<file path="src/rtl/core/assert_macros.svh">
// ----------------------------------------------------------------------------
// Assertion macros
// Concurrent assertion wrappers used across the core RTL.
// ----------------------------------------------------------------------------
`ifndef ASSERT_MACROS_SVH
`define ASSERT_MACROS_SVH

// Same-cycle implication, disabled while reset is asserted (active low).
`define ASSERT_IMP(label, clk, rst_n, ante, cons) \
    label: assert property (@(posedge clk) disable iff (!(rst_n)) (ante) |-> (cons)) \
        else $error("assertion failed: same-cycle implication");

// Next-cycle implication, disabled while reset is asserted (active low).
`define ASSERT_NXT(label, clk, rst_n, ante, cons) \
    label: assert property (@(posedge clk) disable iff (!(rst_n)) (ante) |=> (cons)) \
        else $error("assertion failed: next-cycle implication");

`endif

</file>
<file path="src/rtl/core/kmshc_pkg.sv">
// ----------------------------------------------------------------------------
// kmshc_pkg
// Types and constants shared by the key matrix scanner core.
// ----------------------------------------------------------------------------
`default_nettype none

package kmshc_pkg;

    localparam int MASK_W     = 12;
    localparam int TIME_W     = 32;
    localparam int HOLD_W     = 16;
    localparam int KEYIDX_W   = 4;
    localparam int KEYNUM_W   = 4;
    localparam int FLASH_W    = 2;
    localparam int PROG_W     = 3;
    localparam int CFG_IDX_W  = 2;
    localparam int CFG_DATA_W = 16;

    localparam logic [HOLD_W-1:0]   HOLD_TIME_RST  = 16'd2000;
    localparam logic [KEYIDX_W-1:0] FIRST_KEY_RST  = 4'd8;
    localparam logic [KEYIDX_W-1:0] SECOND_KEY_RST = 4'd11;

    localparam logic ITEM_PRESS  = 1'b0;
    localparam logic ITEM_STATUS = 1'b1;

    typedef enum logic [CFG_IDX_W-1:0] {
        CFG_HOLD_TIME  = 2'd0,
        CFG_FIRST_KEY  = 2'd1,
        CFG_SECOND_KEY = 2'd2
    } t_cfg_reg;

    typedef enum logic [4:0] {
        S_IDLE = 5'b00001,
        S_SCAN = 5'b00010,
        S_HOLD = 5'b00100,
        S_PROG = 5'b01000,
        S_STAT = 5'b10000
    } t_state;

    typedef struct packed {
        logic                item_kind;
        logic [KEYNUM_W-1:0] key_number;
        logic [FLASH_W-1:0]  flash_led;
        logic                macro_allowed;
        logic [PROG_W-1:0]   progress_leds;
        logic                show_progress;
        logic                enter_menu;
        logic                combo_cancelled;
        logic                last;
    } t_item;

    typedef struct packed {
        logic              done;
        logic              reached;
        logic [PROG_W-1:0] leds;
    } t_prog_res;

endpackage

`default_nettype wire

</file>
<file path="src/rtl/core/kmshc_ifs.sv">
// ----------------------------------------------------------------------------
// kmshc interfaces
// Valid/ready channels for scan frames, result items and register writes.
// ----------------------------------------------------------------------------
`default_nettype none

interface kmshc_scan_if;
    logic                            valid;
    logic                            ready;
    logic [kmshc_pkg::MASK_W-1:0]    pressed_mask;
    logic [kmshc_pkg::TIME_W-1:0]    now_ms;

    modport source (output valid, pressed_mask, now_ms, input ready);
    modport sink   (input valid, pressed_mask, now_ms, output ready);
endinterface

interface kmshc_item_if;
    logic                            valid;
    logic                            ready;
    logic                            item_kind;
    logic [kmshc_pkg::KEYNUM_W-1:0]  key_number;
    logic [kmshc_pkg::FLASH_W-1:0]   flash_led;
    logic                            macro_allowed;
    logic [kmshc_pkg::PROG_W-1:0]    progress_leds;
    logic                            show_progress;
    logic                            enter_menu;
    logic                            combo_cancelled;
    logic                            last;

    modport source (output valid, item_kind, key_number, flash_led, macro_allowed,
                    progress_leds, show_progress, enter_menu, combo_cancelled, last,
                    input ready);
    modport sink   (input valid, item_kind, key_number, flash_led, macro_allowed,
                    progress_leds, show_progress, enter_menu, combo_cancelled, last,
                    output ready);
endinterface

interface kmshc_cfg_if;
    logic                              valid;
    logic                              ready;
    logic [kmshc_pkg::CFG_IDX_W-1:0]   index;
    logic [kmshc_pkg::CFG_DATA_W-1:0]  data;

    modport source (output valid, index, data, input ready);
    modport sink   (input valid, index, data, output ready);
endinterface

`default_nettype wire

</file>
<file path="src/rtl/core/key_matrix_scanner_with_hold_combo_core.sv">
// ----------------------------------------------------------------------------
// key_matrix_scanner_with_hold_combo_core
// Emits press events for newly pressed keys and one hold combo status item
// per scan frame.
// ----------------------------------------------------------------------------
// Channel   Dir  Payload                                   Transfer
// i_scan    in   pressed_mask, now_ms                      valid & ready
// o_event   out  item_kind .. last (one result item)       valid & ready
// i_cfg     in   index, data (register write)              valid & ready
//
// A frame passes through the key scan, the hold check, then, while the
// combo is held and not yet fired, one add/compare step per lit LED in the
// progress unit, and last the status item. Output back-pressure stalls
// the key scan only on keys that emit an event. Reset is synchronous; no
// memories, nothing to clear. i_scan is ready only between frames.
// ----------------------------------------------------------------------------
`default_nettype none

module key_matrix_scanner_with_hold_combo_core #(
    parameter int ROWS      = 3,
    parameter int COLS      = 4,
    parameter int LED_COUNT = 4
) (
    input  wire logic   i_clk,
    input  wire logic   i_rst_n,
    kmshc_scan_if.sink  i_scan,
    kmshc_item_if.source o_event,
    kmshc_cfg_if.sink   i_cfg
);
    import kmshc_pkg::*;

    `include "assert_macros.svh"

    localparam int NKEYS  = ROWS * COLS;
    localparam int SCAN_N = (NKEYS < MASK_W) ? NKEYS : MASK_W;
    localparam int KEY_W  = (SCAN_N > 1) ? $clog2(SCAN_N) : 1;
    localparam int COL_W  = (COLS > 1) ? $clog2(COLS) : 1;
    localparam int LED_W  = (LED_COUNT > 1) ? $clog2(LED_COUNT) : 1;
    localparam logic [MASK_W-1:0] KEY_MASK =
        (NKEYS >= MASK_W) ? {MASK_W{1'b1}} : MASK_W'((64'd1 << NKEYS) - 64'd1);

    // registers
    logic [HOLD_W-1:0]   r_hold_time;
    logic [KEYIDX_W-1:0] r_first;
    logic [KEYIDX_W-1:0] r_second;

    t_state              r_state;
    logic [MASK_W-1:0]   r_prev;
    logic [SCAN_N-1:0]   r_newly;
    logic [KEY_W-1:0]    r_key;
    logic [COL_W-1:0]    r_col;
    logic [LED_W-1:0]    r_led;
    logic [TIME_W-1:0]   r_now;
    logic                r_both;
    logic [TIME_W-1:0]   r_start;
    logic                r_active;
    logic                r_fired;
    t_item               r_stat;
    t_item               r_out;
    logic                r_out_valid;

    logic                w_accept;
    logic [MASK_W-1:0]   w_frame;
    logic [15:0]         w_frame_x;
    logic                w_held1;
    logic                w_held2;
    logic                w_out_free;
    logic                w_scan_step;
    logic                w_scan_end;
    logic                w_evt_load;
    logic                w_stat_load;
    logic                w_prog_start;
    logic [TIME_W-1:0]   w_elapsed;
    logic [HOLD_W-1:0]   w_limit;
    t_prog_res           w_prog;

    assign i_cfg.ready  = 1'b1;
    assign i_scan.ready = (r_state == S_IDLE);
    assign w_accept     = i_scan.valid && i_scan.ready;

    assign w_frame   = i_scan.pressed_mask & KEY_MASK;
    assign w_frame_x = {{(16 - MASK_W){1'b0}}, w_frame};
    assign w_held1   = (int'(r_first) < NKEYS) && w_frame_x[r_first];
    assign w_held2   = (int'(r_second) < NKEYS) && w_frame_x[r_second];

    assign w_out_free   = !r_out_valid || o_event.ready;
    assign w_scan_step  = (r_state == S_SCAN) && (!r_newly[0] || w_out_free);
    assign w_scan_end   = (r_key == KEY_W'(SCAN_N - 1));
    assign w_evt_load   = w_scan_step && r_newly[0];
    assign w_stat_load  = (r_state == S_STAT) && w_out_free;
    assign w_prog_start = (r_state == S_HOLD) && r_both && !r_fired;
    assign w_elapsed    = r_now - (r_active ? r_start : r_now);
    assign w_limit      = (r_hold_time == '0) ? HOLD_W'(1) : r_hold_time;

    // register writes
    always_ff @(posedge i_clk) begin
        if (!i_rst_n) begin
            r_hold_time <= HOLD_TIME_RST;
            r_first     <= FIRST_KEY_RST;
            r_second    <= SECOND_KEY_RST;
        end else if (i_cfg.valid) begin
            case (i_cfg.index)
                CFG_HOLD_TIME:  r_hold_time <= i_cfg.data;
                CFG_FIRST_KEY:  r_first     <= i_cfg.data[KEYIDX_W-1:0];
                CFG_SECOND_KEY: r_second    <= i_cfg.data[KEYIDX_W-1:0];
                default: ;
            endcase
        end
    end

    // sequencer and hold state
    always_ff @(posedge i_clk) begin
        if (!i_rst_n) begin
            r_state  <= S_IDLE;
            r_prev   <= '0;
            r_start  <= '0;
            r_active <= 1'b0;
            r_fired  <= 1'b0;
        end else begin
            case (r_state)
                S_IDLE: begin
                    if (w_accept) begin
                        r_prev  <= w_frame;
                        r_state <= S_SCAN;
                    end
                end
                S_SCAN: begin
                    if (w_scan_step && w_scan_end) begin
                        r_state <= S_HOLD;
                    end
                end
                S_HOLD: begin
                    if (r_both) begin
                        if (!r_fired) begin
                            if (!r_active) begin
                                r_start  <= r_now;
                                r_active <= 1'b1;
                            end
                            r_state <= S_PROG;
                        end else begin
                            r_state <= S_STAT;
                        end
                    end else begin
                        r_start  <= '0;
                        r_active <= 1'b0;
                        r_fired  <= 1'b0;
                        r_state  <= S_STAT;
                    end
                end
                S_PROG: begin
                    if (w_prog.done) begin
                        if (w_prog.reached) begin
                            r_fired <= 1'b1;
                        end
                        r_state <= S_STAT;
                    end
                end
                S_STAT: begin
                    if (w_out_free) begin
                        r_state <= S_IDLE;
                    end
                end
                default: begin
                    r_state <= S_IDLE;
                end
            endcase
        end
    end

    // frame payload and key position counters
    always_ff @(posedge i_clk) begin
        if (w_accept) begin
            r_newly <= SCAN_N'(w_frame & ~r_prev);
            r_now   <= i_scan.now_ms;
            r_both  <= w_held1 && w_held2;
            r_key   <= '0;
            r_col   <= '0;
            r_led   <= '0;
        end else if (w_scan_step) begin
            r_newly <= r_newly >> 1;
            r_key   <= r_key + KEY_W'(1);
            if (r_col == COL_W'(COLS - 1)) begin
                r_col <= '0;
                r_led <= '0;
            end else begin
                r_col <= r_col + COL_W'(1);
                r_led <= (r_led == LED_W'(LED_COUNT - 1)) ? '0 : r_led + LED_W'(1);
            end
        end
    end

    // status item contents
    always_ff @(posedge i_clk) begin
        if (r_state == S_HOLD) begin
            r_stat                 <= '0;
            r_stat.item_kind       <= ITEM_STATUS;
            r_stat.last            <= 1'b1;
            r_stat.combo_cancelled <= !r_both && r_active && !r_fired;
        end else if ((r_state == S_PROG) && w_prog.done) begin
            r_stat.progress_leds <= w_prog.leds;
            r_stat.show_progress <= 1'b1;
            r_stat.enter_menu    <= w_prog.reached;
        end
    end

    // output register
    always_ff @(posedge i_clk) begin
        if (!i_rst_n) begin
            r_out_valid <= 1'b0;
        end else if (w_evt_load || w_stat_load) begin
            r_out_valid <= 1'b1;
        end else if (o_event.ready) begin
            r_out_valid <= 1'b0;
        end
    end

    always_ff @(posedge i_clk) begin
        if (w_evt_load) begin
            r_out               <= '0;
            r_out.item_kind     <= ITEM_PRESS;
            r_out.key_number    <= KEYNUM_W'(r_key) + KEYNUM_W'(1);
            r_out.flash_led     <= FLASH_W'(r_led);
            r_out.macro_allowed <= !r_active;
        end else if (w_stat_load) begin
            r_out <= r_stat;
        end
    end

    kmshc_prog #(
        .LED_COUNT(LED_COUNT)
    ) u_prog (
        .i_clk     (i_clk),
        .i_rst_n   (i_rst_n),
        .i_start   (w_prog_start),
        .i_elapsed (w_elapsed),
        .i_limit   (w_limit),
        .o_res     (w_prog)
    );

    assign o_event.valid           = r_out_valid;
    assign o_event.item_kind       = r_out.item_kind;
    assign o_event.key_number      = r_out.key_number;
    assign o_event.flash_led       = r_out.flash_led;
    assign o_event.macro_allowed   = r_out.macro_allowed;
    assign o_event.progress_leds   = r_out.progress_leds;
    assign o_event.show_progress   = r_out.show_progress;
    assign o_event.enter_menu      = r_out.enter_menu;
    assign o_event.combo_cancelled = r_out.combo_cancelled;
    assign o_event.last            = r_out.last;

    `ASSERT_IMP(a_fired_needs_active, i_clk, i_rst_n, r_fired, r_active)
    `ASSERT_IMP(a_idle_no_event_left, i_clk, i_rst_n, (r_state == S_IDLE) && r_out_valid, r_out.last)
    `ASSERT_IMP(a_prog_done_in_prog, i_clk, i_rst_n, w_prog.done, r_state == S_PROG)
    `ASSERT_IMP(a_enter_not_cancel, i_clk, i_rst_n, r_out_valid, !(r_out.enter_menu && r_out.combo_cancelled))
    `ASSERT_NXT(a_accept_starts_scan, i_clk, i_rst_n, w_accept, r_state == S_SCAN)

endmodule

`default_nettype wire

</file>
<file path="src/rtl/core/kmshc_prog.sv">
// ----------------------------------------------------------------------------
// kmshc_prog
// Hold progress unit: counts how many multiples of the hold time fit in
// elapsed * LED_COUNT, one add and compare per cycle, saturated.
// ----------------------------------------------------------------------------
`default_nettype none

module kmshc_prog #(
    parameter int LED_COUNT = 4
) (
    input  wire logic                            i_clk,
    input  wire logic                            i_rst_n,
    input  wire logic                            i_start,
    input  wire logic [kmshc_pkg::TIME_W-1:0]    i_elapsed,
    input  wire logic [kmshc_pkg::HOLD_W-1:0]    i_limit,
    output kmshc_pkg::t_prog_res                 o_res
);
    import kmshc_pkg::*;

    localparam int LIT_W  = $clog2(LED_COUNT + 1);
    localparam int PROD_W = TIME_W + LIT_W;
    localparam int ACC_W  = HOLD_W + LIT_W;

    logic              r_busy;
    logic              r_done;
    logic [PROD_W-1:0] r_prod;
    logic [ACC_W-1:0]  r_acc;
    logic [LIT_W-1:0]  r_lit;
    logic              w_more;

    assign w_more = (r_lit != LIT_W'(LED_COUNT)) && (r_prod >= PROD_W'(r_acc));

    always_ff @(posedge i_clk) begin
        if (!i_rst_n) begin
            r_busy <= 1'b0;
            r_done <= 1'b0;
        end else begin
            r_done <= 1'b0;
            if (i_start && !r_busy) begin
                r_busy <= 1'b1;
            end else if (r_busy && !w_more) begin
                r_busy <= 1'b0;
                r_done <= 1'b1;
            end
        end
    end

    always_ff @(posedge i_clk) begin
        if (i_start && !r_busy) begin
            r_prod <= PROD_W'(i_elapsed) * PROD_W'(LED_COUNT);
            r_acc  <= ACC_W'(i_limit);
            r_lit  <= '0;
        end else if (r_busy && w_more) begin
            r_acc <= r_acc + ACC_W'(i_limit);
            r_lit <= r_lit + LIT_W'(1);
        end
    end

    assign o_res.done    = r_done;
    assign o_res.reached = (r_lit == LIT_W'(LED_COUNT));
    assign o_res.leds    = PROG_W'(r_lit);

endmodule

`default_nettype wire

</file>
<file path="src/flat_wrapper.sv">
// flat-port wrapper written by rule: the top's interface ports become plain ports
module key_matrix_scanner_with_hold_combo_core_flat import kmshc_pkg::*;
#(
    parameter int ROWS      = 3,
    parameter int COLS      = 4,
    parameter int LED_COUNT = 4
)
  (i_clk, i_rst_n, i_scan_valid, i_scan_pressed_mask, i_scan_now_ms, i_scan_ready, o_event_valid, o_event_item_kind, o_event_key_number, o_event_flash_led, o_event_macro_allowed, o_event_progress_leds, o_event_show_progress, o_event_enter_menu, o_event_combo_cancelled, o_event_last, o_event_ready, i_cfg_valid, i_cfg_index, i_cfg_data, i_cfg_ready);
  kmshc_scan_if i_scan_i ();
  kmshc_item_if o_event_i ();
  kmshc_cfg_if i_cfg_i ();
  input  wire logic i_clk;
  input  wire logic i_rst_n;
  input wire logic [$bits(i_scan_i.valid)-1:0] i_scan_valid;
  input wire logic [$bits(i_scan_i.pressed_mask)-1:0] i_scan_pressed_mask;
  input wire logic [$bits(i_scan_i.now_ms)-1:0] i_scan_now_ms;
  output wire logic [$bits(i_scan_i.ready)-1:0] i_scan_ready;
  output wire logic [$bits(o_event_i.valid)-1:0] o_event_valid;
  output wire logic [$bits(o_event_i.item_kind)-1:0] o_event_item_kind;
  output wire logic [$bits(o_event_i.key_number)-1:0] o_event_key_number;
  output wire logic [$bits(o_event_i.flash_led)-1:0] o_event_flash_led;
  output wire logic [$bits(o_event_i.macro_allowed)-1:0] o_event_macro_allowed;
  output wire logic [$bits(o_event_i.progress_leds)-1:0] o_event_progress_leds;
  output wire logic [$bits(o_event_i.show_progress)-1:0] o_event_show_progress;
  output wire logic [$bits(o_event_i.enter_menu)-1:0] o_event_enter_menu;
  output wire logic [$bits(o_event_i.combo_cancelled)-1:0] o_event_combo_cancelled;
  output wire logic [$bits(o_event_i.last)-1:0] o_event_last;
  input wire logic [$bits(o_event_i.ready)-1:0] o_event_ready;
  input wire logic [$bits(i_cfg_i.valid)-1:0] i_cfg_valid;
  input wire logic [$bits(i_cfg_i.index)-1:0] i_cfg_index;
  input wire logic [$bits(i_cfg_i.data)-1:0] i_cfg_data;
  output wire logic [$bits(i_cfg_i.ready)-1:0] i_cfg_ready;
  assign i_scan_i.valid = i_scan_valid;
  assign i_scan_i.pressed_mask = i_scan_pressed_mask;
  assign i_scan_i.now_ms = i_scan_now_ms;
  assign i_scan_ready = i_scan_i.ready;
  assign o_event_valid = o_event_i.valid;
  assign o_event_item_kind = o_event_i.item_kind;
  assign o_event_key_number = o_event_i.key_number;
  assign o_event_flash_led = o_event_i.flash_led;
  assign o_event_macro_allowed = o_event_i.macro_allowed;
  assign o_event_progress_leds = o_event_i.progress_leds;
  assign o_event_show_progress = o_event_i.show_progress;
  assign o_event_enter_menu = o_event_i.enter_menu;
  assign o_event_combo_cancelled = o_event_i.combo_cancelled;
  assign o_event_last = o_event_i.last;
  assign o_event_i.ready = o_event_ready;
  assign i_cfg_i.valid = i_cfg_valid;
  assign i_cfg_i.index = i_cfg_index;
  assign i_cfg_i.data = i_cfg_data;
  assign i_cfg_ready = i_cfg_i.ready;
  key_matrix_scanner_with_hold_combo_core #(.ROWS(ROWS), .COLS(COLS), .LED_COUNT(LED_COUNT)) u_core (.i_clk(i_clk), .i_rst_n(i_rst_n), .i_scan(i_scan_i), .o_event(o_event_i), .i_cfg(i_cfg_i));
endmodule
</file>
<file path="config.mk">
export PLATFORM = sky130hd
export DESIGN_NAME = key_matrix_scanner_with_hold_combo_core_flat
export DESIGN_NICKNAME = d
export VERILOG_FILES = /design/src/rtl/core/kmshc_pkg.sv /design/src/rtl/core/kmshc_ifs.sv /design/src/rtl/core/key_matrix_scanner_with_hold_combo_core.sv /design/src/rtl/core/kmshc_prog.sv /design/src/flat_wrapper.sv
export VERILOG_INCLUDE_DIRS = /design/src /design/src/rtl/core
export SDC_FILE = /design/constraint.sdc
export NUM_CORES = 1
export LEC_CHECK = 0
export ABC_AREA = 1
export CORE_MARGIN = 2
export CORE_UTILIZATION = 39
export CTS_CLUSTER_SIZE = 16
export DETAILED_ROUTE_END_ITERATION = 10
export DONT_BUFFER_PORTS = 1
export GPL_ROUTABILITY_DRIVEN = 0
export HOLD_SLACK_MARGIN = 0.12
export PLACE_DENSITY_LB_ADDON = 0.25
export REMOVE_ABC_BUFFERS = 1
export SLEW_MARGIN = 20
export SYNTH_ARGS = -nofsm -noshare
export SYNTH_HDL_FRONTEND = slang
export SYNTH_HIERARCHICAL = 1
export SYNTH_SLANG_ARGS = --single-unit
</file>
<file path="constraint.sdc">
create_clock -name i_clk -period 7.25 [get_ports i_clk]
set_input_delay 0.725 -clock i_clk [delete_from_list [all_inputs] [get_ports i_clk]]
set_output_delay 0.725 -clock i_clk [all_outputs]
set_load 0.02 [all_outputs]
</file>
Word-level counts from Yosys, hierarchy flattened
Cells that the tools add are included.
{"block": "word_totals", "reg_bits": 205, "rom_bits": 0, "ramBits": 0, "mem_count": 0, "in_bits": 67, "out_inout_bits": 18, "word_cells": 144, "latch_bits": 0}
{"block": "op_classes", "addsub": 6, "order_cmp": 5, "muxes": 35, "n_reduce_logical": 43, "mul": 0, "eq_ne": 19, "bitwise": 3, "n_div": 0, "shifts": 0}
{"operator": "2-to-1 mux 32 bit", "count": 3}
{"operator": "2-to-1 mux 16 bit", "count": 3}
{"operator": ">= comparator 34 x 19 -> 1 bit", "count": 1}
{"operator": "subtractor 32 bit", "count": 1}
{"operator": "2-to-1 mux 5 bit", "count": 6}
{"operator": "2-to-1 mux 14 bit", "count": 2}
{"operator": "one-hot mux 5 bit (5 select lines)", "count": 1}
{"operator": "2-to-1 mux 12 bit", "count": 2}
{"operator": "adder 19 x 16 -> 19 bit", "count": 1}
{"operator": "logical AND 1 bit", "count": 17}
{"operator": "zero test 16 bit", "count": 1}
{"operator": "bitwise AND 12 bit", "count": 1}
{"operator": "2-to-1 mux 1 bit", "count": 12}
{"operator": "inverter 12 bit", "count": 1}
{"operator": "nonzero test 2 bit", "count": 6}
{"operator": "less-than comparator 4 x 5 -> 1 bit, second input constant", "count": 2}
{"operator": "inequality test 2 bit, second input constant", "count": 5}
{"operator": "AND reduction 2 bit", "count": 5}
{"operator": "binary-select mux 1 bit (select 4 bit)", "count": 2}
{"operator": "less-than comparator 4 bit, second input constant", "count": 2}
{"operator": "AND reduction 4 bit", "count": 2}
{"operator": "zero test 1 bit", "count": 7}
{"operator": "== test 2 bit, second input constant", "count": 3}
{"operator": "2-to-1 mux 2 bit", "count": 3}
{"operator": "other kinds (18)", "count": 22}

Logic depth before layout (Yosys ltp)
Gate-level depths: netlist of the first run.
{"block": "logic_depth", "word_depth": 7, "depth_mapped": 17, "depth_no_buf": 17}

Cells and area by module
Netlist of the first run, hierarchy kept.
{"module": "key_matrix_scanner_with_hold_combo_core", "n_inst": 1, "cells_each": 1168, "seq_area_each_um2": 3513.4, "area_per_inst_um2": 8469.4}
{"module": "kmshc_prog", "n_inst": 1, "cells_each": 443, "seq_area_each_um2": 1601.5, "area_per_inst_um2": 3619.7}

Worst setup path after synthesis of the first run
No wires, ideal clock.
{"block": "synth_timing", "path_kind": "register -> register", "startpoint": "reg u_core.r_active", "endpoint": "reg u_core.u_prog.r_prod[30] (data pin)", "path_slack_ns": 4.954, "period_less_slack_ns": 2.296, "arrival_time_ns": 2.044, "t_required_ns": 6.998, "n_path_buf": 2, "setup_time_ns": 0.252, "stages_incl_launch_ff": 14, "path_cell_list": "dfxtp_1 buf_4 buf_2 o21ai_0 ha_1 fa_1 inv_1 nand3_1 nand3_1 nand3_1 nand3_1 nand2_1 nand3_1 nand2_1"}
{"block": "synth_between", "elab_chain_cells": 2}
{"element": "start: declaration", "line_no": "key_matrix_scanner_with_hold_combo_core.sv:56", "source": "logic r_active;"}
{"element": "start signal: assignment", "line_no": "key_matrix_scanner_with_hold_combo_core.sv:117", "source": "r_active <= 1'b0;"}
{"element": "start signal: assignment", "line_no": "key_matrix_scanner_with_hold_combo_core.sv:137", "source": "r_active <= 1'b1;"}
{"element": "start signal: assignment", "line_no": "key_matrix_scanner_with_hold_combo_core.sv:145", "source": "r_active <= 1'b0;"}
{"element": "2-to-1 mux 32 bit"}
{"element": "subtractor 32 bit", "line_no": "key_matrix_scanner_with_hold_combo_core.sv:92", "source": "assign w_elapsed = r_now - (r_active ? r_start : r_now);"}
{"element": "named net u_core.w_elapsed[28]", "line_no": "key_matrix_scanner_with_hold_combo_core.sv:73", "source": "logic [TIME_W-1:0] w_elapsed;"}
{"element": "end signal: assignment", "line_no": "kmshc_prog.sv:50", "source": "r_prod <= PROD_W'(i_elapsed) * PROD_W'(LED_COUNT);"}
{"element": "end: declaration", "line_no": "kmshc_prog.sv:26", "source": "logic [PROD_W-1:0] r_prod;"}
The timed path passes the listed nets, and every way through them passes these cells.
A chain may end at the register's enable or synchronous reset.

Worst setup path in the final report of the first run
{"block": "layout_timing", "startpoint": "reg u_core.r_active", "endpoint": "reg u_core.u_prog.r_prod[26] (data pin)"}
Same word-level chain as after synthesis.

==> summary.txt, run 1 <==
Run status
  • Status: finished clean

Global routing
  • Initial antenna violation count: 0
  • Largest net degree at the start of global routing: between 40 and 50
  • Total gr overflow: 0
  • Total Routing Usage GR: 17.0%
  • First-pass GRT wire length: 45.6 mm
  • Number of global-route vias before repair: slightly above 9,000

Synthesis
  • Combinational family with the most area after synthesis: simple AND/OR/NAND/NOR gates
  • Dominant synthesized flop cell: dfxtp_1
  • Syn Inst Count: 1,611
  • Asr flop ratio synth: 0%
  • Total number of yosys warnings: 6
  • Count leader, synth: nand2_1
  • Post-synth top area share: around 25%
  • Largest cells by area after synthesis: edfxtp_1 25%, dfxtp_1 17%, nand2_1 17%, ha_1 7.6%, inv_1 7.0%
  • Mean Syn Cell Area: 7.50 um2
  • Xor/xnor share of the synthesized area: 1.67%
  • Mux cell area share after synthesis: 2.40%
  • Post-synthesis adder-cell area fraction: 7.89%
  • Unique masters post-synth: 47
  • Number of synthesized flops with an enable pin: 101
  • Part of the Yosys area used for sequential elements: 42.3%
  • Compound-Gate Fraction of Synth Area: 8.15%
  • Post-synth top cells: 540 x nand2_1, 225 x inv_1, 113 x a21oi_1, 105 x nor2_1, 104 x dfxtp_1
  • Post-Syn Area: 0.0121 mm2
  • Synth Area in Simple Gates: 28.5%
  • Flops & latches, synth: between 200 and 250
  • Cell accounting for the most synthesized area: edfxtp_1

Clock tree
  • Root Buffer Master: clkbuf_16
  • Clk sink count: 205
  • Hold-fix buffers, CTS: 0
  • # resized after CTS: 0
  • CTS Buf Count: 24
  • CTS tree: done
  • CTS clk-pin slew, worst paths: approximately 60 ps
  • Max Root-Sink Buffers: 3
  • Post CTS Setup Buffer Count: 0
  • Insertion delay to the later sink of the worst-skew pair: about 520 ps
  • CTS H-Tree Depth: 1

Drt
  • Initial drt markers: 530
  • Drt drc: 0
  • Vias: 9,619
  • Via/cell ratio: 4.79
  • DRT antenna net count: 0
  • WL/cell: 13.8 um
  • Routed Wire Length: 27.7 mm
  • Drt pass-1 iters: 5

Floorplanning
  • Top Ports: 85
  • Initial Util: 39.5%
  • Die Ht: 180 um
  • Core Area: 0.0306 mm2
  • Die area: 0.0324 mm2
  • Die boundary width: 180 um
  • Row count: 64

Layout
  • Area grow syn2layout: 8.84%
  • ANT cells: 0
  • Layout cells sized above 1: roughly 4.7%
  • Nets: 1,736

Power and ir drop
  • Pwr/cell area: 243 mW/mm2
  • Peak supply drop: between 150 and 200 uV
  • Total power: 3200 uW
  • Leak pwr: 0.00606 uW

Timing
  • F_max: 0.347 GHz
  • Slew @ Worst Pin: between 900 and 1000 ps
  • Fin crit period: between 2000 and 3000 ps
  • Final setup viols: 0
  • Max-slew headroom: 36.9%
  • Fin Clk Skew: about 11 ps
  • RSZ-0062 raised after global routing: no
  • TNS Setup: 0 ps
  • Hold WS: 299 ps
  • Period utilization: 39.8%
  • Final hold viol count: 0
  • Slew Limit Fails: 0

Critical path
  • CP Data Arrival Time: roughly 3200 ps
  • Maximum fanout along the worst path: 17
  • Worst Setup Start Kind: register
  • Crit Path Category: reg -> reg
  • Setup crit end kind: register
  • Worst EP required: 7510 ps

Placement
  • Dpl hpwl: 20.9 mm
  • Port Buf Inserts: 0

Run
  • Max-Cap Viols: 0

Min path
  • Min-delay worst type: in -> reg
## kinds of logic (layout without fill, tap and decap cells)
| family | count (synthesis) | count (layout) |
|---|---|---|
| other cells | 1 | 1 |
| compound gates | 188 | 188 |
| buf+inv | 279 | 279 |
| simple gates | 811 | 811 |
| xor+xnor | 23 | 23 |
| flops | 205 | 205 |
| mux | 29 | 29 |
| fa+ha+maj | 75 | 75 |
## final cells by class
| class | count | area [um2] |
|---|---|---|
| repair buffers | 6 | 45.0 |
| clock inverters | 6 | 33.8 |
| clock buffers | 37 | 722 |
| fillers | 3146 | 17400 |
| multi-input cells | 1127 | 5880 |
| inverters | 230 | 863 |
| flip-flops and latches | 205 | 5120 |
| well taps | 396 | 495 |
## path summary, 6_finish.rpt
path | startpoint | end | slack [ps] | depth (start not counted)
hold / removal | i_rst_n | u_core/r_hold_time[10] | 300 | 1
hold reg to reg | u_core/r_start[12] | u_core/r_start[12] | 460 | 2
setup / recovery | u_core/r_active | u_core/u_prog/r_prod[26] | 4360 | 13
setup reg to reg | u_core/r_active | u_core/u_prog/r_prod[26] | 4360 | 13
## sequential cells by signal (all words and copies together), names as in the netlist, 4 cells and up
signal,count
u_core/r_now,32
u_core/r_start,32
u_core/u_prog/r_prod,32
u_core/u_prog/r_acc,19
u_core/r_hold_time,16
u_core/r_newly,12
u_core/r_prev,12
u_core/r_stat,6
u_core/r_state,5
u_core/o_event.key_number,4
u_core/r_first,4
u_core/r_key,4
u_core/r_second,4
## stage by stage
stage / cell area [um2] / worst slack, ps / utilization (%) / std cells
6_report: 13200 / 4360 / 43.0 / 2007
5_1_grt: 13200 / 4150 / 43.0 / 2007
4_1_cts: 13200 / 4320 / 43.0 / 2007
3_5_place_dp: 12400 / 4340 / 40.5 / 1964
3_3_place_gp: 12400 / 4420 / 40.5 / 1964
2_1_floorplan: 11900 / 3130 / - / 1562
## layout by cell type, fill, tap and decap left out, drive strengths merged
cell type	synthesis	routed
nand2	546	546
inv	229	229
nor2	117	117
a21oi	113	113
dfxtp	104	104
edfxtp	101	101
nand3	78	78
ha	73	73
o21ai	58	58
or2	37	37
clkbuf	31	37
mux2i	29	29
xor2	18	18
nand4	11	11
nor3	9	9
clkinv	1	7
o21bai	6	6
buf	18	6
xnor2	5	5
nor4	5	5
nand3b	5	5
o211ai	4	4
and2	3	3
a21o	2	2
fa	2	2
a21boi	2	2
o2bb2ai	1	1
o31ai	1	1
conb	1	1
a211oi	1	1
## critical path, stage by stage, from the launching register on
cell and delay (ps):
dfxtp_2 640, inv_1 190, or2_2 300, o21ai_0 110, inv_1 110, fa_1 460, inv_1 120, nand3_1 70
nand3_1 150, nand2_1 90, nand2_1 120, nand2_1 90, nand4_1 100, nand2_1 60
## metal layers
layer | routed length, um | part of all wire, % | track usage [%]
met4 | 485 | 1.7 | 3.55
met5 | 0 | 0 | 0
met2 | 13100 | 47 | 29.9
met1 | 13200 | 48 | 22.4
met3 | 921 | 3.3 | 2.20
## where the power goes
part / internal, uW / total (uW) / switching, uW
combinational: 212 / 634 / 422
sequential: 1340 / 1410 / 77.2
clock: 683 / 1150 / 467
Note: power is estimated with default switching activity, not from simulation.
==> inputs of run 2 (changes only) <==
clock period = 2.5 ns   (was 7.25 ns; I/O delays follow)
==> run 2 against run 1 <==
Net effect:
- worst hold slack worse by 150 ps
- clock power rose to 3.0 times the previous value
- critical endpoint is now u_core/u_prog/r_acc[16]
- global-route usage up 0.74 points
- clock skew up 9.9 ps
- first-iteration DRC count up 1.1%
- non-clock buffer count up 100
==> summary.txt, run 2 (same netlist as run 1, synthesis figures left out) <==
Layout
  • Area grow syn2layout: 18.8% (was 8.84%)
  • Highest-count cells in the layout ignoring fill and taps: 536 x nand2_1, 222 x inv_1, 110 x a21oi_1, 103 x nor2_1 (was 540 x nand2_1, 224 x inv_1, 113 x a21oi_1, 104 x nor2_1, 103 x dfxtp_1)
  • Biggest regs: u_core/r_now (32), u_core/r_start (32), u_core/u_prog/r_prod (32) (unchanged)
  • Layout cells sized above 1: 8.23% (was 4.72%)
  • Post-Route Utilization: 47.0% (was 43.0%)
  • Nets: 1,837 (was 1,736)
  • Commonest non-fill, non-tap cell in the layout: nand2_1 (unchanged)

Floorplanning
  • Die Ht: 180 um (unchanged)
  • Row count: 64 (unchanged)
  • Initial Util: 39.5% (unchanged)
  • Die boundary width: 180 um (unchanged)
  • Die area: 0.0324 mm2 (unchanged)
  • Top Ports: 85 (unchanged)
  • Core Area: 0.0306 mm2 (unchanged)

Global routing
  • Initial antenna violation count: 0 (unchanged)
  • Total Routing Usage GR: 17.8% (was 17.0%)
  • First-pass GRT wire length: 48.3 mm (was 45.6 mm)
  • Largest net degree at the start of global routing: 46 (unchanged)
  • Total gr overflow: 0 (unchanged)
  • Number of global-route vias before repair: 9,863 (was 9,281)

Critical path
  • Maximum fanout along the worst path: 3 (was 17)
  • Critical path startpoint: u_core/r_hold_time[8] (was u_core/r_active)
  • Cell Chain, Critical Path: nor4_4, buf_4, nand4_1, nand2_1, ha_2, inv_2, fa_2, inv_2, nand3_2, nand3_2, nand2_1, nand2_2, nand2_2, nand2_1, nand2_1, nand2_1, nand3_1, a21oi_1 (was inv_1, or2_2, o21ai_0, inv_1, fa_1, inv_1, nand3_1, nand3_1, nand2_1, nand2_1, nand2_1, nand4_1, nand2_1)
  • R2R Path Start: u_core/r_hold_time[8] (was u_core/r_active)
  • Crit Path Category: reg -> reg (unchanged)
  • Most common cell on crit path: nand2_1 (unchanged)
  • Setup crit end kind: register (unchanged)
  • Worst EP required: 2960 ps (was 7510 ps)
  • CP Data Arrival Time: 2950 ps (was 3150 ps)
  • Worst Setup Start Kind: register (unchanged)
  • Slowest-stage cell, CP: fa_2 (was dfxtp_2)
  • CP peak stage delay: 410 ps (was 640 ps)

Placement
  • Dpl hpwl: 21.4 mm (was 20.9 mm)
  • Port Buf Inserts: 0 (unchanged)

Drt
  • Vias: 10,200 (was 9,619)
  • Via/cell ratio: 4.81 (was 4.79)
  • Drt pass-1 iters: 7 (was 5)
  • WL/cell: 13.9 um (was 13.8 um)
  • DRT antenna net count: 0 (unchanged)
  • Drt drc: 0 (unchanged)
  • Routed Wire Length: 29.3 mm (was 27.7 mm)
  • Initial drt markers: 536 (was 530)

Min path
  • Min-delay worst type: in -> reg (unchanged)
  • HP Start: i_cfg_index[0] (was i_rst_n)

Run status
  • Status: finished clean (unchanged)

Timing
  • Max-slew headroom: 58.4% (was 36.9%)
  • Slew Limit Fails: 0 (unchanged)
  • Fin crit period: 2500 ps (was 2890 ps)
  • RSZ-0062 raised after global routing: yes (was no)
  • Slew @ Worst Pin: 624 ps (was 945 ps)
  • Fin Clk Skew: 20.6 ps (was 10.7 ps)
  • Final setup viols: 0 (unchanged)
  • F_max: 0.401 GHz (was 0.347 GHz)
  • Period utilization: 99.8% (was 39.8%)
  • Final hold viol count: 0 (unchanged)

Clock tree
  • Max Root-Sink Buffers: 3 (unchanged)
  • CTS Buf Count: 25 (was 24)
  • Clk sink count: 205 (unchanged)
  • CTS tree: done (unchanged)
  • Root Buffer Master: clkbuf_16 (unchanged)
  • CTS H-Tree Depth: 1 (unchanged)
  • Insertion delay to the later sink of the worst-skew pair: 530 ps (was 520 ps)
  • CTS clk-pin slew, worst paths: 60 ps (about the same)

Power and ir drop
  • Peak supply drop: 595 uV (was 195 uV)
  • Leak pwr: 0.00657 uW (was 0.00606 uW)
  • Pwr/cell area: 671 mW/mm2 (was 243 mW/mm2)
  • Total power: 9640 uW (was 3200 uW)

Run
  • Max-Cap Viols: 0 (unchanged)
-- run 2: metrics by stage --
stage / cell area (um2) / hold slack (ps) / setup WS (ps) / TNS (ps) / cells
detailed placement: 12600 / 344 / -38.6 / -59.7 / 1986
CTS: 14200 / 132 / 3.42 / 0 / 2106
finish: 14400 / 150 / 3.93 / 0 / 2111
global placement: 12600 / 348 / 50.7 / 0 / 1986
global route: 14400 / 150 / -146 / -709 / 2110
floorplan: 11900 / 334 / -1620 / -105300 / 1562
-- run 2: timing repair --
item / 4_1_cts / 5_1_grt
endpoints found under the hold margin: 91 / 0
gates resized for setup: 4 / 39
setup buffers: 1 / 4
pin swaps: 3 / 11
endpoints found under the setup margin: 4 / 25
hold buffers: 73 / 0
-- run 2: worst paths after layout --
kind,to,slack [ps],cells past startpoint
worst max register to register,u_core/u_prog/r_acc[16],4,18
worst min register to register,u_core/o_event.progress_leds[0],460,2
worst max-delay path,u_core/u_prog/r_acc[16],4,18
worst min-delay path,u_core/r_hold_time[2],150,3
-- run 2: power by group --
group	internal, uW	switching [uW]
logic	754	1310
registers	3870	230
clock network	2060	1420
-- run 2: metal layers --
| metal | vias to the layer above | part of all wire (%) | GRT usage (%) |
|---|---|---|---|
| li1 | 5298 | - | - |
| met1 | 4635 | 47 | 23.4 |
| met2 | 174 | 47 | 31.1 |
| met3 | 43 | 3.5 | 2.28 |
| met4 | 0 | 2.1 | 3.97 |
| met5 | - | 0 | 0 |
-- run 2: worst max-delay path, delay by kind of cell (launching register included) --
| kind | cells | cell delay, ps |
|---|---|---|
| flip-flops | 1 | 330 |
| buffers and inverters | 3 | 280 |
| AO/OA/AOI/OAI | 1 | 140 |
| adder cells (fa/ha/maj) | 2 | 610 |
| AND/OR/NAND/NOR | 12 | 1050 |
-- run 2: final cells by class --
type                    instances  area (um2)
repair buffers                106        1050
multi-input cells            1127        6040
diodes                          1        2.50
well taps                     396         495
fillers                      3056       16200
clock buffers                  37         743
flip-flops and latches        205        5120
clock inverters                 9        52.6
inverters                     230         863
==> inputs of run 3 (changes only) <==
--- a/config.mk
+++ b/config.mk
@@ -15,4 +15,5 @@
 export GPL_ROUTABILITY_DRIVEN = 0
 export HOLD_SLACK_MARGIN = 0.12
+export MAX_ROUTING_LAYER = met4
 export PLACE_DENSITY_LB_ADDON = 0.25
 export REMOVE_ABC_BUFFERS = 1
@@ -20,4 +21,3 @@
 export SYNTH_ARGS = -nofsm -noshare
 export SYNTH_HDL_FRONTEND = slang
-export SYNTH_HIERARCHICAL = 1
 export SYNTH_SLANG_ARGS = --single-unit
==> constraint.sdc (replaced) <==
create_clock -name i_clk -period 2.5 [get_ports i_clk]
set_input_delay 0.25 -clock i_clk [delete_from_list [all_inputs] [get_ports i_clk]]
set_output_delay 0.25 -clock i_clk [all_outputs]
set_load 0.005 [all_outputs]
==> run 3 against run 2 <==
Net effect:
- the flow now finishes with violations (negative setup slack)
- sequential power down 4%
- via count down 2.9%
- maximum frequency down 4.6%
- cell count down 5.7%
- register-to-register slack worse by 120 ps
- first-iteration DRC count down 18%
- count of clock-buffer cells in the layout down 5
- sequential share of layout area down 2.9 points
- global-route usage up 1.5 points
- sequential cell count unchanged
- critical endpoint is now u_core.u_prog.r_prod[24]
- largest power group unchanged
==> summary.txt, run 3 <==
Floorplanning
  • Die Ht: 174 um (was 180 um)
  • Top Ports: 85 (unchanged)
  • Die boundary width: 174 um (was 180 um)
  • Core Area: 0.0285 mm2 (was 0.0306 mm2)
  • Die area: 0.0302 mm2 (was 0.0324 mm2)
  • Initial Util: 39.4% (was 39.5%)
  • Row count: 62 (was 64)

Min path
  • Hold Crit Depth: 4 (was 3)
  • Min-delay worst type: in -> reg (unchanged)

Clock tree
  • CTS clk-pin slew, worst paths: 60 ps (about the same)
  • Insertion delay to the later sink of the worst-skew pair: 530 ps (about the same)
  • CTS tree: done (unchanged)
  • Max Root-Sink Buffers: 3 (unchanged)
  • CTS H-Tree Depth: 1 (unchanged)
  • Root Buffer Master: clkbuf_16 (unchanged)
  • CTS Buf Count: 24 (was 25)
  • Clk sink count: 205 (unchanged)

Timing
  • Final WS setup: -116 ps (was 3.93 ps)
  • Final setup viols: 6 (was 0)
  • Fin Clk Skew: 20.8 ps (was 20.6 ps)
  • Max-slew headroom: 58.9% (was 58.4%)
  • Fin crit period: 2620 ps (was 2500 ps)
  • Final hold viol count: 0 (unchanged)
  • RSZ-0062 raised after global routing: yes (unchanged)
  • Period utilization: 105% (was 99.8%)
  • F_max: 0.382 GHz (was 0.401 GHz)
  • Slew @ Worst Pin: 617 ps (was 624 ps)
  • Slew Limit Fails: 0 (unchanged)
  • TNS Setup: -237 ps (was 0 ps)

Synthesis
  • Cell accounting for the most synthesized area: edfxtp_1 (unchanged)
  • Number of synthesized flops with an enable pin: 101 (unchanged)
  • Largest cells by area after synthesis: edfxtp_1 27%, dfxtp_1 19%, nand2_1 11%, ha_1 7.7%, a21oi_1 6.2% (was edfxtp_1 25%, dfxtp_1 17%, nand2_1 17%, ha_1 7.6%, inv_1 7.0%)
  • Unique masters post-synth: 49 (was 47)
  • Total number of yosys warnings: 0 (was 6)
  • Post-synth top cells: 318 x nand2_1, 140 x inv_1, 139 x a21oi_1, 104 x dfxtp_1, 101 x edfxtp_1 (was 540 x nand2_1, 225 x inv_1, 113 x a21oi_1, 105 x nor2_1, 104 x dfxtp_1)
  • Post-Syn Area: 0.0113 mm2 (was 0.0121 mm2)
  • Dominant synthesized flop cell: dfxtp_1 (unchanged)
  • Mean Syn Cell Area: 8.30 um2 (was 7.50 um2)
  • Part of the Yosys area used for sequential elements: 45.5% (was 42.3%)
  • Asr flop ratio synth: 0% (unchanged)
  • Post-synth top area share: 27.0% (was 25.1%)
  • Count leader, synth: nand2_1 (unchanged)
  • Syn Inst Count: 1,356 (was 1,611)
  • Flops & latches, synth: 205 (unchanged)

Drt
  • Initial drt markers: 441 (was 536)
  • Drt drc: 0 (unchanged)
  • WL/cell: 14.9 um (was 13.9 um)
  • Via/cell ratio: 4.95 (was 4.81)
  • Drt pass-1 iters: 5 (was 7)
  • DRT antenna net count: 0 (unchanged)
  • Vias: 9,851 (was 10,200)
  • Routed Wire Length: 29.7 mm (was 29.3 mm)

Run
  • Max-Cap Viols: 0 (unchanged)

Power and ir drop
  • Int Pwr: 7200 uW (was 6690 uW)
  • Peak supply drop: 564 uV (was 595 uV)
  • Leak pwr: 0.00640 uW (was 0.00657 uW)
  • Clk pwr share: 36.7% (was 36.0%)
  • Pwr/cell area: 638 mW/mm2 (was 671 mW/mm2)
  • Reg power frac: 39.5% (was 42.6%)
  • P_sw: 2780 uW (was 2950 uW)
  • Total power: 9980 uW (was 9640 uW)
  • Sw frac: 27.9% (was 30.6%)
  • Combinational power share: 23.8% (was 21.4%)

Layout
  • Area grow syn2layout: 39.0% (was 18.8%)
  • Fill count: 2,589 (was 3,056)
  • Commonest non-fill, non-tap cell in the layout: nand2_1 (unchanged)
  • Final Cell Area: 0.0156 mm2 (was 0.0144 mm2)
  • Highest-count cells in the layout ignoring fill and taps: 292 x nand2_1, 161 x buf_4, 129 x inv_1, 109 x a21oi_1 (was 536 x nand2_1, 222 x inv_1, 110 x a21oi_1, 103 x nor2_1)
  • Post-Route Utilization: 54.8% (was 47.0%)
  • Layout cells sized above 1: 26.2% (was 8.23%)
  • Nets: 1,726 (was 1,837)
  • Biggest regs: u_core.r_now (32), u_core.r_start (32), u_core.u_prog.r_prod (32) (was u_core/r_now (32), u_core/r_start (32), u_core/u_prog/r_prod (32))

Placement
  • Post-DP Area: 0.0126 mm2 (about the same)
  • Port Buf Inserts: 0 (unchanged)
  • Dpl hpwl: 20.3 mm (was 21.4 mm)

Critical path
  • CP Data Arrival Time: 2880 ps (was 2950 ps)
  • Crit Path Category: reg -> reg (unchanged)
  • Worst R2R Path Depth: 12 (was 18)
  • Worst EP required: 2760 ps (was 2960 ps)
  • Worst Setup Start Kind: register (unchanged)
  • Maximum fanout along the worst path: 7 (was 3)
  • Setup crit end kind: register (unchanged)

Run status
  • Failing checks: negative setup slack
  • Status: finished with violations (was finished clean)

Global routing
  • Total Routing Usage GR: 19.3% (was 17.8%)
  • Number of global-route vias before repair: 9,713 (was 9,863)
  • Initial antenna violation count: 1 (was 0)
  • Total gr overflow: 0 (unchanged)
  • First-pass GRT wire length: 46.7 mm (was 48.3 mm)
  • Largest net degree at the start of global routing: 50 (was 46)
run 3: cell types whose count changed in the layout (fill, tap and decap cells not counted), moves of 17 or more:
cell / change
nor2_1: -28
ha_4: +17
a21oi_2: +22
mux2i_1: -18
ha_1: -20
nand2_1: -244
inv_1: -93
or2_0: -29
or2_1: +25
nand3_1: -29
buf_4: +134
run 3: power by group through the flow:
stage | clock, uW | sequential [uW] | combinational [uW]
after floorplan | 0 | 3960 | 1000
after global placement | 0 | 3980 | 1680
after detailed placement | 0 | 3980 | 1700
after CTS | 3760 | 3920 | 1910
after global routing | 3880 | 3970 | 2590
final | 3660 | 3940 | 2380
run 3: critical path, cell delays in order, from the launching register on:
cell and delay (ps):
dfxtp_4 370, buf_12 150, buf_12 140, mux2i_2 230, ha_1 310, a21oi_2 240, o21ai_2 110, a21oi_2 190
inv_1 90, a21oi_2 170, nand2_2 100, buf_6 120, xor2_1 140
run 3: layout make-up:
class	instances	area, um2	share of cell area, %
Inverter	147	552	3.53
Tap cell	384	480	3.07
Clock buffer	32	692	4.42
Sequential cell	205	5120	32.7
Clock inverter	12	144	0.920
Timing Repair Buffer	256	2250	14.4
Antenna cell	1	2.50	0.0160
Multi-Input combinational cell	954	6400	40.9
run 3: repair_timing:
| action | in CTS | in global routing |
|---|---|---|
| hold buffers | 74 | 0 |
| hold endpoints to repair | 87 | 0 |
| gates resized for setup | 55 | 204 |
| pin swaps | 23 | 82 |
| cloned | 1 | 0 |
| buffers inserted | 11 | 30 |
| endpoints found under the setup margin | 23 | 29 |
run 3: cells by family after synthesis:
family	share of synthesized area (%)
other	0.0333
buffers and inverters	7.12
multiplexers	2.58
AO/OA/AOI/OAI	12.9
XOR/XNOR	2.88
adder cells (fa/ha/maj)	8.03
AND/OR/NAND/NOR	21.0
flip-flops	45.5
run 3: path summary, 6_finish.rpt:
| path | slack, ps | end | start |
|---|---|---|---|
| hold reg to reg | 460 | u_core.r_prev[8] | u_core.r_prev[8] |
| setup reg to reg | -120 | u_core.u_prog.r_prod[24] | u_core.r_active |
| setup / recovery | -120 | u_core.u_prog.r_prod[24] | u_core.r_active |
| hold / removal | 160 | u_core.r_hold_time[10] | i_cfg_index[0] |
run 3: layer usage:
layer / global-route usage, % / part of all wire (%)
met3: 2.76 / 3.3
met2: 32.9 / 49
met1: 23.6 / 45
met5: - / 0
met4: 5.88 / 3.1
run 3: stage by stage:
step                hold slack [ps]  std cells  worst slack, ps
floorplan                       319       1306             -990
global placement                340       1833             -201
detailed placement              342       1833             -178
CTS                             120       1963            -60.0
global route                    184       1991             -220
finish                          165       1991             -116
